<file path="config.mk">
export PLATFORM = sky130hd
export DESIGN_NAME = sad_alu
export DESIGN_NICKNAME = d
export VERILOG_FILES = /design/src/rtl/sad_pkg.sv /design/src/rtl/sad_alu.sv
export SDC_FILE = /design/constraint.sdc
export NUM_CORES = 1
export LEC_CHECK = 0
export BUFFER_PORTS_ARGS = -buffer_cell sky130_fd_sc_hd__buf_4
export CAP_MARGIN = 20
export CORE_MARGIN = 2
export CORE_UTILIZATION = 47
export DETAILED_ROUTE_END_ITERATION = 8
export GPL_ROUTABILITY_DRIVEN = 0
export PLACE_DENSITY = 0.85
export SYNTH_ARGS = -nofsm -noshare
export SYNTH_HDL_FRONTEND = slang
export SYNTH_SLANG_ARGS = --single-unit
</file>
<file path="constraint.sdc">
create_clock -name vclk -period 3.35
set_input_delay 0.5025 -clock vclk [all_inputs]
set_output_delay 0.5025 -clock vclk [all_outputs]
set_load 0.05 [all_outputs]
</file>
<file path="src/rtl/sad_pkg.sv">
// ----------------------------------------------------------------------------
// Sprite attribute decoder package
// Shared widths, action and register codes, RAM word addresses and the
// request structs passed between the sequencer, the store and the adder.
// ----------------------------------------------------------------------------
`default_nettype none

package sad_pkg;

  localparam int WORD_W   = 16;
  localparam int Y_AW     = 10;
  localparam int A_AW     = 13;
  localparam int Y_WORDS  = 1024;
  localparam int A_WORDS  = 8192;
  localparam int ALU_W    = 12;
  localparam int IN_TW    = 48;
  localparam int OUT_TW   = 48;
  localparam int CFG_IW   = 2;
  localparam int CFG_DW   = 9;

  localparam logic [1:0] ACT_WR_Y    = 2'd0;
  localparam logic [1:0] ACT_WR_ATTR = 2'd1;
  localparam logic [1:0] ACT_SPRITE  = 2'd2;
  localparam logic [1:0] ACT_MAP     = 2'd3;

  localparam logic [CFG_IW-1:0] CFG_SCREEN_H  = 2'd0;
  localparam logic [CFG_IW-1:0] CFG_VIS_MAX_Y = 2'd1;
  localparam logic [CFG_IW-1:0] CFG_COLOR_CNT = 2'd2;

  localparam logic [Y_AW-1:0] Y_CTRL   = 10'h300;
  localparam logic [Y_AW-1:0] Y_CTRL2  = 10'h301;
  localparam logic [Y_AW-1:0] Y_XHI_LO = 10'h302;
  localparam logic [Y_AW-1:0] Y_XHI_HI = 10'h303;

  typedef struct packed {
    logic [ALU_W-1:0] a;
    logic [ALU_W-1:0] b;
    logic             inv_b;
    logic             cin;
  } alu_req_t;

  typedef struct packed {
    logic              y_we;
    logic [Y_AW-1:0]   y_waddr;
    logic              a_we;
    logic [A_AW-1:0]   a_waddr;
    logic [WORD_W-1:0] wdata;
    logic [Y_AW-1:0]   y_raddr;
    logic [A_AW-1:0]   a_raddr;
  } mem_req_t;

endpackage

`default_nettype wire

</file>
<file path="src/rtl/sad_alu.sv">
// ----------------------------------------------------------------------------
// Shared adder
// One 12-bit add unit with optional operand inversion and carry in; serves
// every position sum and each trial subtract of the colour remainder.
// ----------------------------------------------------------------------------
`default_nettype none

module sad_alu import sad_pkg::*; (
  input  alu_req_t         req,
  output logic [ALU_W-1:0] res
);

  logic [ALU_W-1:0] b_op;

  assign b_op = req.inv_b ? ~req.b : req.b;
  assign res  = req.a + b_op + {{(ALU_W-1){1'b0}}, req.cin};

endmodule

`default_nettype wire

</file>
==> key figures <==
Status
  – Status: completed

Floorplanning
  – Die W: 41.1 µm
  – Ports: 38
  – DIE AREA: 1690 µm²
  – Die height: 41.1 µm
  – Num rows: 13
  – Initial Utilization: 0.497
  – Core footprint: 1300 µm²

Synth
  – Syn. warnings: 0
  – Post-Syn Area: 647 µm²
  – Post-synthesis adder-cell area fraction: 0.255
  – Multiplexer share of the synthesized area: 0
  – Unique masters post-synth: 27
  – Synth Area in XOR/XNOR: 0.311
  – Sequential share of the synthesized area: 0
  – Syn avg cell area: 8.09 µm²
  – Simple-Gate Fraction of Synth Area: 0.184
  – Syn Nets: 118
  – Synthesized instance count: 80
  – Main combinational cell family by area after synthesis: XOR/XNOR gates
  – Synth Area in Compound Gates: 0.205

Routing
  – Drt pass-1 iters: 4
  – Detailed Route Iter0 Violations: 14
  – Antenna viol nets, final: 0
  – Via count: 696
  – DR WL/cell: 11.5 µm
  – DRT Wirelength: 1510 µm
  – Vias per cell: 5.31
  – Number of remaining DRC errors: 0

STA
  – Max Slew Vio Count: 0
  – Fin crit period: 3.14 ns
  – Fin crit share: 0.937
  – Final WS setup: 0.212 ns
  – Fin Setup TNS: 0 ns
  – Hold Vio Cnt, Final: 0
  – Max-slew headroom: 0.761
  – Final setup vio count: 0
  – Worst-margin pin slew: 0.359 ns
  – RSZ-0062 raised after global routing: false
  – Fmax achieved: 319 MHz

Power and ir drop
  – Peak supply drop: 344 µV
  – Pwr per Cell Area: 461 nW/µm²
  – P_leak: 0.487 nW

Layout
  – Ant diodes: 0
  – Area delta synth->final: 46.6%
  – Fill count: 122
  – Clock buffers: 0
  – Share of layout cells above drive strength 1: 0.397
  – Seq. cell area: 0 µm²
  – Nets: 156
  – Multi-input logic area: 626 µm²
  – Seq_cells: 0

Worst setup path
  – CP bufs+invs: 3
  – Slowest CP cell: fa_1
  – Worst Path Arrival: 2.64 ns
  – Setup crit end kind: output port
  – Worst Path Required: 2.85 ns
  – Crit-path max cell delay: 0.39 ns
  – Crit path cell chain: buf_4 -> xnor2_1 -> fa_1 -> inv_1 -> fa_1 -> a21o_1 -> a21oi_2 -> o21ai_1 -> a31o_1 -> xor2_2 -> buf_4
  – Largest delay share family, worst path: compound AO/OA/AOI/OAI gates
  – Crit path kind: input port to output port
  – Startpoint types: input port
  – Critical path peak fanout: 12
  – Worst Setup SP: req[1]

Hold path
  – Worst Hold Class: input port to output port
  – Hold path endpoint: res[1]
  – Hold Crit Start: req[15]
  – Hold path depth: 3

Clocking
  – Quantity of hold-fixing buffers added after cts: 0
  – CTS resizes: 0
  – Postcts setup bufs: 0

GRT
  – Number of global-route vias before repair: 503
  – Global-route wire length before repair: 2140 µm
  – Antenna violations before repair: 0
  – GRT Total Usage: 0.178
  – Grt ovf: 0
  – Largest net degree at the start of global routing: 13

Placed design
  – Setup WS pre-CTS: 0.218 ns
  – Port bufs: 38
  – Hpwl dp: 1280 µm

Flow run
  – # Max-Cap Violations: 0
==> power by group <==
group	total, W	internal, W	switching [W]
combinational	0.000437	0.000155	0.000283
clock	0	0	0
sequential	0	0	0
total	0.000437	0.000155	0.000283
==> layout by cell type, fill, tap and decap left out, types with 2 or more instances in the layout <==
cell type / instances
a21oi_1: 4
nand2_1: 6
o211ai_1: 2
a21o_1: 2
nor2_1: 3
xnor2_1: 7
nor3_1: 3
xor2_1: 15
fa_1: 2
buf_4: 38
ha_1: 10
inv_1: 5
nand3_1: 4
==> through the flow <==
stage | instance area [µm²] | hold slack (ns) | utilization | total power (W) | std cells
global placement | 948 | 1.45 | 0.729 | 0.000432 | 131
global route | 948 | 1.48 | 0.729 | 0.000469 | 131
floorplan | 654 | 1.40 | - | 0.000321 | 80
CTS | 948 | 1.46 | 0.729 | 0.000439 | 131
detailed placement | 948 | 1.46 | 0.729 | 0.000438 | 131
finish | 948 | 1.46 | 0.729 | 0.000437 | 131
==> how the worst max path moves through the flow <==
stage,end,slack [ns],depth (start not counted)
final,res[8],0.21,11
after global placement,res[10],0.30,11
after detailed placement,res[8],0.22,11
after CTS,res[8],0.22,11
after global routing,res[10],0.11,11
after floorplan,res[11],0.13,8
==> tightest hold or removal path: stages <==
cell	delay, ns
buf_4	0.10
fa_1	0.16
buf_4	0.19
==> kinds of logic after synthesis <==
kind of cell / count (synthesis)
XOR/XNOR: 23
AND/OR/NAND/NOR: 22
AO/OA/AOI/OAI: 16
adder cells (fa/ha/maj): 12
buffers and inverters: 7
==> cell usage after synthesis, types with 2 or more instances <==
master / instances / area, µm²
buf_2: 2 / 10.0
xnor2_1: 7 / 61.3
a21oi_1: 4 / 20.0
a21o_1: 2 / 15.0
nand2_1: 6 / 22.5
nor3_1: 3 / 15.0
ha_1: 10 / 125
xor2_1: 16 / 140
fa_1: 2 / 40.0
nand3_1: 4 / 20.0
o211ai_1: 2 / 15.0
inv_1: 5 / 18.8
nor2_1: 3 / 11.3
==> per-layer routing <==
| metal | GRT usage | routed length, µm | part of all wire | up-vias |
|---|---|---|---|---|
| met5 | 0 | 0 | 0 | - |
| met4 | 0 | 6 | 0.0040 | 0 |
| met3 | 0 | 100 | 0.066 | 2 |
| met2 | 0.316 | 750 | 0.50 | 29 |
| met1 | 0.254 | 646 | 0.43 | 311 |
| li1 | - | - | - | 354 |
==> layout make-up <==
cell class	count	area share
inverter	5	0.0198
tap	15	0.0198
timing repair buffer	38	0.301
multi-input combinational	73	0.660
Power figures use the tool's default switching activity.
